--- config.mk ---
export PLATFORM = sky130hd
export DESIGN_NAME = rsl_fifo
export DESIGN_NICKNAME = d
export VERILOG_FILES = /design/src/rtl/rsl_pkg.sv /design/src/rtl/rsl_fifo.sv
export SDC_FILE = /design/constraint.sdc
export NUM_CORES = 1
export LEC_CHECK = 0
export BUFFER_PORTS_ARGS = -buffer_cell sky130_fd_sc_hd__buf_2
export CELL_PAD_IN_SITES_DETAIL_PLACEMENT = 1
export CELL_PAD_IN_SITES_GLOBAL_PLACEMENT = 2
export CORE_MARGIN = 2
export CORE_UTILIZATION = 40
export DETAILED_ROUTE_END_ITERATION = 8
export HOLD_SLACK_MARGIN = 0.05
export PLACE_DENSITY = 0.84
export SLEW_MARGIN = 20
export SYNTH_ARGS = -nofsm -noshare
export SYNTH_HDL_FRONTEND = slang
export SYNTH_SLANG_ARGS = --single-unit
--- constraint.sdc ---
create_clock -name clk -period 1.9 [get_ports clk]
set_input_delay 0.095 -clock clk [delete_from_list [all_inputs] [get_ports clk]]
set_output_delay 0.095 -clock clk [all_outputs]
set_load 0.02 [all_outputs]
--- src/rtl/rsl_pkg.sv ---
// Shared types, register indexes and constants for the ramped motion setpoint limiter.
package rsl_pkg;

  localparam int TICKS_PER_SECOND = 50;
  localparam int QUEUE_DEPTH      = 4;

  localparam int CFG_INDEX_W = 3;
  localparam int CFG_DATA_W  = 31;

  localparam logic [CFG_INDEX_W-1:0] REG_CONTROL_MODE     = 3'd0;
  localparam logic [CFG_INDEX_W-1:0] REG_RAMP_GAIN        = 3'd1;
  localparam logic [CFG_INDEX_W-1:0] REG_MAX_VELOCITY     = 3'd2;
  localparam logic [CFG_INDEX_W-1:0] REG_MAX_ACCELERATION = 3'd3;
  localparam logic [CFG_INDEX_W-1:0] REG_NEAR_TOLERANCE   = 3'd4;
  localparam logic [CFG_INDEX_W-1:0] REG_SNAP_TOLERANCE   = 3'd5;

  localparam logic [1:0] MODE_PASS     = 2'd0;
  localparam logic [1:0] MODE_SPEED    = 2'd1;
  localparam logic [1:0] MODE_POSITION = 2'd2;

  localparam logic ACTION_TARGET = 1'b0;
  localparam logic ACTION_LOAD   = 1'b1;

  localparam logic [16:0] ONE_Q16           = 17'd65536;
  localparam logic [16:0] NEAR_FRACTION_Q16 = 17'd26214;

  typedef enum logic [1:0] {
    OP_LOAD,
    OP_PASS,
    OP_SPEED,
    OP_POSITION
  } op_t;

  typedef enum logic [2:0] {
    BAND_PASS     = 3'd0,
    BAND_SPEED    = 3'd1,
    BAND_SNAP     = 3'd2,
    BAND_NEAR     = 3'd3,
    BAND_PROFILED = 3'd4
  } band_t;

  typedef struct packed {
    logic               action;
    logic signed [31:0] value;
  } setpoint_t;

  typedef struct packed {
    logic signed [31:0] command;
    band_t              band;
  } drive_t;

  typedef struct packed {
    op_t                op;
    logic signed [31:0] value;
  } entry_t;

  typedef struct packed {
    logic [1:0]  control_mode;
    logic [16:0] ramp_gain;
    logic [30:0] max_velocity;
    logic [30:0] max_acceleration;
    logic [30:0] near_tolerance;
    logic [30:0] snap_tolerance;
  } cfg_t;

endpackage

--- src/rtl/rsl_fifo.sv ---
// Short request queue between the classifying front end and the execution sequencer.
module rsl_fifo #(
  parameter int DEPTH = rsl_pkg::QUEUE_DEPTH
) (
  input  logic           clk,
  input  logic           rst,
  input  logic           push,
  input  rsl_pkg::entry_t push_data,
  input  logic           pop,
  output logic           valid,
  output rsl_pkg::entry_t head,
  output logic           full
);

  localparam int PTR_W = (DEPTH > 1) ? $clog2(DEPTH) : 1;
  localparam int CNT_W = $clog2(DEPTH + 1);

  rsl_pkg::entry_t  mem [DEPTH];
  logic [PTR_W-1:0] wr_ptr;
  logic [PTR_W-1:0] rd_ptr;
  logic [CNT_W-1:0] count;

  assign valid = (count != '0);
  assign full  = (count == CNT_W'(DEPTH));
  assign head  = mem[rd_ptr];

  always_ff @(posedge clk) begin
    if (rst) begin
      wr_ptr <= '0;
      rd_ptr <= '0;
      count  <= '0;
    end else begin
      if (push) begin
        mem[wr_ptr] <= push_data;
        wr_ptr <= (wr_ptr == PTR_W'(DEPTH - 1)) ? '0 : wr_ptr + PTR_W'(1);
      end
      if (pop) begin
        rd_ptr <= (rd_ptr == PTR_W'(DEPTH - 1)) ? '0 : rd_ptr + PTR_W'(1);
      end
      if (push && !pop) begin
        count <= count + CNT_W'(1);
      end else if (pop && !push) begin
        count <= count - CNT_W'(1);
      end
    end
  end

  a_pop_nonempty: assert property (@(posedge clk) disable iff (rst) pop |-> count != '0)
    else $error("queue popped while empty");

  a_count_bound: assert property (@(posedge clk) disable iff (rst)
    count <= CNT_W'(DEPTH))
    else $error("queue count beyond depth");

endmodule

==> results by group, run 1 <==
Power
  • VDD IR max: 810 uV
  • Internal power: 5.85 mW
  • Static leakage: 2.47 nW
  • Part of the power in registers: 0.490
  • Power per cell area: 1050 mW/mm2
  • Switch Pwr: 1.59 mW
  • Clock power frac: 0.413
  • Combinational Power Share: 0.097
  • Net Sw Frac: 0.214

Floorplanning
  • Die H: 120 um
  • Initial Util: 0.408
  • CORE AREA: 0.0132 mm2
  • DIE AREA: 0.0145 mm2
  • Die Wd: 120 um
  • Num rows: 42
  • Io pins: 74

Setup path
  • Required @ worst endpoint: 1.80 ns
  • Type of the worst setup path: register to output port
  • Crit path launch type: register
  • Worst Path Max Fanout: 9
  • CP Capture Type: output port
  • Critical Path AT: 1.76 ns
  • R2R depth: 5
  • Crit path to: head[2]
  • RR Endpoint: wr_ptr[1]$_SDFFE_PP0P_
  • R2R Path Start: wr_ptr[0]$_SDFFE_PP0P_
  • R2R setup slack: 0.24 ns

Detailed routing
  • Initial DRC Count: 123
  • WL final: 10100 um
  • Wire length per cell: 18.5 um
  • 1st-pass router iterations: 5
  • Vias per inst: 4.79
  • Residual DRC: 0
  • Antenna Violating Nets Remaining: 0
  • Via count: 2621

Status
  • Status: finished clean

STA
  • FMAX: 540 MHz
  • Final period util: 0.975
  • Least-Margin Pin Slew: 0.243 ns
  • Pins Over Slew Limit: 0
  • WHS: 0.441 ns
  • Minimum clock period: 1.85 ns
  • Setup-failing EPs final: 0
  • RSZ-0062 raised after global routing: true
  • Clock Skews: 0.00633 ns
  • Slew margin rel.: 0.838
  • Final Hold Fails: 0
  • Setup_tns: 0 ns

Global route
  • Gr ovfl total: 0
  • Vias in the first global route: 2964
  • GRT Util Overall: 0.149
  • First-pass GRT wire length: 15600 um
  • Antenna violations before repair: 0
  • Largest net degree at the start of global routing: 35

Finish
  • Post-layout util: 0.535
  • Non-Filler Instances: 547
  • Diodes inserted: 0
  • Layout cells sized above 1: 0.404
  • # fillers: 1223
  • Area Overhead vs Synth: 31.1%
  • Net count, final: 404

Min path
  • Hold crit path type: input pin to register
  • Hold path startpoint: push_data[17]

Yosys
  • Syn avg cell area: 24.1 um2
  • Cell area after synthesis: 0.00541 mm2
  • Seq cells post-synth: 145
  • Synth unique cells: 20
  • Most frequent cell after synthesis: edfxtp_1
  • Gate Count Post-Synth: 224
  • Synth top area cells: edfxtp_1 (76%), mux4_2 (12%), dfxtp_1 (3.3%), mux4_1 (1.9%), ha_1 (1.4%)
  • Top cells by count, synth: edfxtp_1 (136), mux4_2 (30), dfxtp_1 (9)
  • Top-area cell type share of the netlist area: 0.755
  • Primary FF master, synth: edfxtp_1
  • Synth warn: 0
  • Post-synth ARST share: 0
  • Number of synthesized flops with an enable pin: 136
  • Synth area leader: edfxtp_1
  • Mapped Nets: 269
  • Seq/Total Area, Yosys: 0.789

Placed design
  • IO buf count: 73
  • Gpl congestion: 0.632
  • HPWL after DPL: 6000 um
  • Post-Place Cells: 471

Clocking
  • CTS Buffer Depth: 2
  • Clk pin slew, worst setup/hold paths: 0.05 ns
  • Insertion delay to the later sink of the worst-skew pair: 0.41 ns
  • Root Buffer: clkbuf_16
  • CTS H-tree depth: 4
  • TritonCTS clock tree: yes
  • Cts bufs inserted: 17
  • Clock sink total: 145

Flow run
  • Max_cap viols: 0
## critical path, cell delays in order (launching register included)
cell	delay (ns)
dfxtp_4	0.40
buf_12	0.15
buf_12	0.13
mux4_2	0.50
buf_2	0.17
## layout by cell type (no fill, tap or decap), types with 5 or more instances in the layout
master	n
dfxtp_1	7
dlygate4sd3_1	38
nor2_1	7
ha_1	5
edfxtp_1	136
buf_12	10
clkinv_1	5
buf_2	73
mux4_2	31
clkbuf_16	18
## area by class of cell
class                   count  area (um2)  area share
inverters                   4        15.0     0.00212
multi-input cells          66        1040       0.146
flip-flops and latches    145        4270       0.603
repair buffers            125         993       0.140
clock inverters            13         121      0.0171
well taps                 176         220      0.0311
clock buffers              18         429      0.0606
## logic make-up (layout without fill, tap and decap cells)
family | after synthesis | in the layout | synth area share
muxes | 38 | 38 | 0.152
DFF | 145 | 145 | 0.789
and+or+nand+nor | 16 | 16 | 0.0157
AOI/OAI and AO/OA | 3 | 3 | 0.00278
buffers and inverters | 13 | 160 | 0.0201
adders and majority gates | 7 | 7 | 0.0176
xor gates and xnor gates | 2 | 2 | 0.00324
## through the flow
| stage | power, mW | setup WS (ns) | area [um2] |
|---|---|---|---|
| 4_1_cts | 7.48 | 0.00868 | 6970 |
| 3_3_place_gp | 4.32 | 0.332 | 6050 |
| 2_1_floorplan | 4.10 | 0.123 | 5410 |
| 5_1_grt | 7.69 | -0.00716 | 7090 |
| 6_report | 7.44 | 0.0471 | 7090 |
| 3_5_place_dp | 4.34 | 0.270 | 6050 |
## how the worst min path moves through the flow
stage,depth (start not counted),endpoint
4_1_cts,2,mem[3][8]$_DFFE_PP_
3_5_place_dp,1,mem[2][17]$_DFFE_PP_
2_1_floorplan,0,mem[0][0]$_DFFE_PP_
6_report,2,mem[2][17]$_DFFE_PP_
5_1_grt,2,mem[2][18]$_DFFE_PP_
3_3_place_gp,1,mem[0][9]$_DFFE_PP_
## flip-flops by register name, summed over array words and instances (netlist names), named ones only
signal / cells
count: 3
wr_ptr: 2
rd_ptr: 2
mem: 136
## metal layers
metal  GRT usage  wire length, um  vias to the layer above  part of all wire
met5           0                0                        -                 0
met4      0.0487              139                        0             0.014
met3      0.0519              373                       12             0.037
met2       0.257             5390                       60              0.53
met1       0.174             4210                     1345              0.42
li1            -                -                     1204                 -
## timing repair
action | CTS | global route
hold endpoints to repair | 145 | 0
gates resized for setup | 1 | 2
gates cloned | 0 | 1
hold buffers | 38 | 0
endpoints found under the setup margin | 1 | 4
buffers inserted | 0 | 6
pin swaps | 0 | 0
## power by group through the flow
stage	Clock, mW	Sequential, mW	Combinational (mW)
6_report	3.07	3.64	0.725
5_1_grt	3.25	3.65	0.786
4_1_cts	3.13	3.64	0.705
3_5_place_dp	0	3.71	0.637
3_3_place_gp	0	3.70	0.623
2_1_floorplan	0	3.69	0.414
Power figures use the tool's default switching activity.
==> inputs of run 2 (changes only) <==
Settings changed: REMOVE_ABC_BUFFERS from default to 1, SKIP_LAST_GASP from default to 1.
Clock period 1.9 ns to 1.6 ns, I/O delays scaled along.
==> results by group, run 2 (synthesis gave the netlist of run 1 again) <==
Status
  • Status: finished, violations left
  • Failing checks: setup timing

Clocking
  • Cts bufs inserted: 17 (unchanged)
  • CTS Buffer Depth: 2 (unchanged)
  • Root Buffer: clkbuf_16
  • Clk pin slew, worst setup/hold paths: 0.06 ns (about the same)
  • TritonCTS clock tree: yes
  • CTS H-tree depth: 4 (unchanged)
  • Insertion delay to the later sink of the worst-skew pair: 0.41 ns (about the same)
  • Clock sink total: 145 (unchanged)

Detailed routing
  • Vias per inst: 4.82 (+0.67%)
  • Highest routed layer: met4
  • 1st-pass router iterations: 4 (-1)
  • Wire length per cell: 18.9 um (+2.0%)
  • Initial DRC Count: 191 (+55%)
  • M1 WL: 4400 um (+4.5%)
  • Residual DRC: 0 (unchanged)
  • Met2 wire len: 5330 um (-1.2%)
  • Met3 WL post-DR: 495 um (+33%)
  • Via count: 2653 (+1.2%)
  • WL final: 10400 um (+2.6%)
  • Antenna Violating Nets Remaining: 0 (unchanged)

Finish
  • Top reg by flops: mem
  • Multi-input gate area: 0.00102 mm2 (-1.3%)
  • Max FFs per register: 136 (unchanged)
  • Post-layout util: 0.543 (+0.00831)
  • # fillers: 1193 (-2.5%)
  • Diodes inserted: 0 (unchanged)
  • Register area: 0.00427 mm2 (unchanged)
  • Most common cell after layout, fill and taps aside: edfxtp_1
  • Layout cells sized above 1: 0.414 (+0.0101)
  • Design Area, Final: 0.00720 mm2 (+1.6%)
  • Non-Filler Instances: 550 (+0.55%)
  • Regs by FF count: mem (136), count (3)
  • Net count, final: 406 (+0.50%)
  • Area Overhead vs Synth: 33.1%
  • Most frequent cells in the layout: edfxtp_1 (136), buf_2 (46), dlygate4sd3_1 (38), mux4_2 (34), buf_6 (29)

Global route
  • First-pass GRT wire length: 16800 um (+7.1%)
  • Antenna violations before repair: 0 (unchanged)
  • Largest net degree at the start of global routing: 35 (unchanged)
  • GRT Util Overall: 0.160 (+0.0119)
  • Gr ovfl total: 0 (unchanged)
  • Vias in the first global route: 2979 (+0.51%)

STA
  • Final period util: 1.12
  • Pins Over Slew Limit: 0 (unchanged)
  • Slew margin rel.: 0.758 (-0.0800)
  • Minimum clock period: 1.79 ns
  • FMAX: 558 MHz
  • Setup_tns: -5.43 ns (-5.43 ns)
  • Final Hold Fails: 0 (unchanged)
  • RSZ-0062 raised after global routing: true
  • Final WS setup: -0.192 ns (-0.239 ns)
  • WHS: 0.155 ns (-0.286 ns)
  • Setup-failing EPs final: 34 (+34)
  • Least-Margin Pin Slew: 0.363 ns (+0.120 ns)
  • Clock Skews: 0.00989 ns (+0.00356 ns)

Placed design
  • Post-Place Cells: 477 (+1.3%)
  • Place WS: 0.0343 ns (-0.235 ns)
  • Gpl congestion: 0.664 (+5.0%)
  • IO buf count: 73 (unchanged)
  • HPWL after DPL: 6290 um (+4.8%)
  • DP Area: 0.00605 mm2 (+0.12%)

Setup path
  • Critical Path AT: 1.71 ns (-0.05 ns)
  • Type of the worst setup path: register to output port
  • Crit path buffers/inverters: 2 (-1)
  • Crit path launch type: register
  • CP cell instances: buf_8, mux4_2, buf_2
  • Required @ worst endpoint: 1.52 ns (-0.28 ns)
  • Delay-heaviest family, CP: multiplexers
  • CP Capture Type: output port
  • Worst Path Max Fanout: 7 (-2)
  • Max incr delay on CP: 0.52 ns (+0.02 ns)
  • Worst path slowest cell: mux4_2

Floorplanning
  • Die Wd: 120 um (unchanged)
  • Die H: 120 um (unchanged)
  • Num rows: 42 (unchanged)
  • DIE AREA: 0.0145 mm2 (unchanged)
  • CORE AREA: 0.0132 mm2 (unchanged)
  • Initial Util: 0.408 (unchanged)
  • Io pins: 74 (unchanged)

Min path
  • Hold crit path type: input pin to register

Power
  • Static leakage: 2.52 nW (+1.7%)
  • Total power: 8.95 mW (+20%)
  • Power per cell area: 1240 mW/mm2 (+19%)
  • VDD IR max: 591 uV (-27%)

Flow run
  • Max_cap viols: 0 (unchanged)
## run 2: cell types whose count changed in the layout (fill, tap and decap cells not counted), sizes merged
cell    change
clkinv      -2
clkbuf      +2
buf         +3
## run 2: layout make-up
cell class / instances / share of cell area
multi-input combinational: 66 / 0.142
clock buffer: 21 / 0.0612
inverter: 4 / 0.00209
sequential: 145 / 0.593
clock inverter: 11 / 0.0160
tap: 176 / 0.0306
timing repair buffer: 127 / 0.155
## run 2: report_power, final
part	total [mW]	switching [mW]	leakage [nW]	internal, mW
sequential	4.32	0.0530	1.31	4.27
clock	3.68	1.41	0.266	2.27
combinational	0.948	0.461	0.939	0.486
## run 2: per-layer routing
layer / GRT usage / vias to the layer above
met3: 0.0514 / 15
met1: 0.203 / 1366
met5: 0 / -
met2: 0.265 / 67
li1: - / 1205
met4: 0.0523 / 0
## run 2: path summary, 6_finish.rpt
kind	from	end	slack [ns]	depth (start not counted)
worst max-delay path	register	head[1]	-0.19	3
worst min-delay path	pop	register	0.15	4
worst max register to register	count[0]$_SDFFE_PP0P_	count[2]$_SDFFE_PP0P_	0.10	4
worst min register to register	count[2]$_SDFFE_PP0P_	count[2]$_SDFFE_PP0P_	0.51	2
## run 2: what timing repair did
| action | CTS | global route |
|---|---|---|
| resized for setup | 47 | 17 |
| cloned | 1 | 0 |
| hold endpoints to repair | 145 | 0 |
| endpoints found under the setup margin | 34 | 34 |
| setup buffers | 1 | 2 |
| hold buffers | 38 | 0 |
## run 2: worst min-delay path, stage by stage
cell,delay [ns]
buf_2,0.11
nor3b_1,0.14
a21oi_1,0.11
nor2_1,0.07
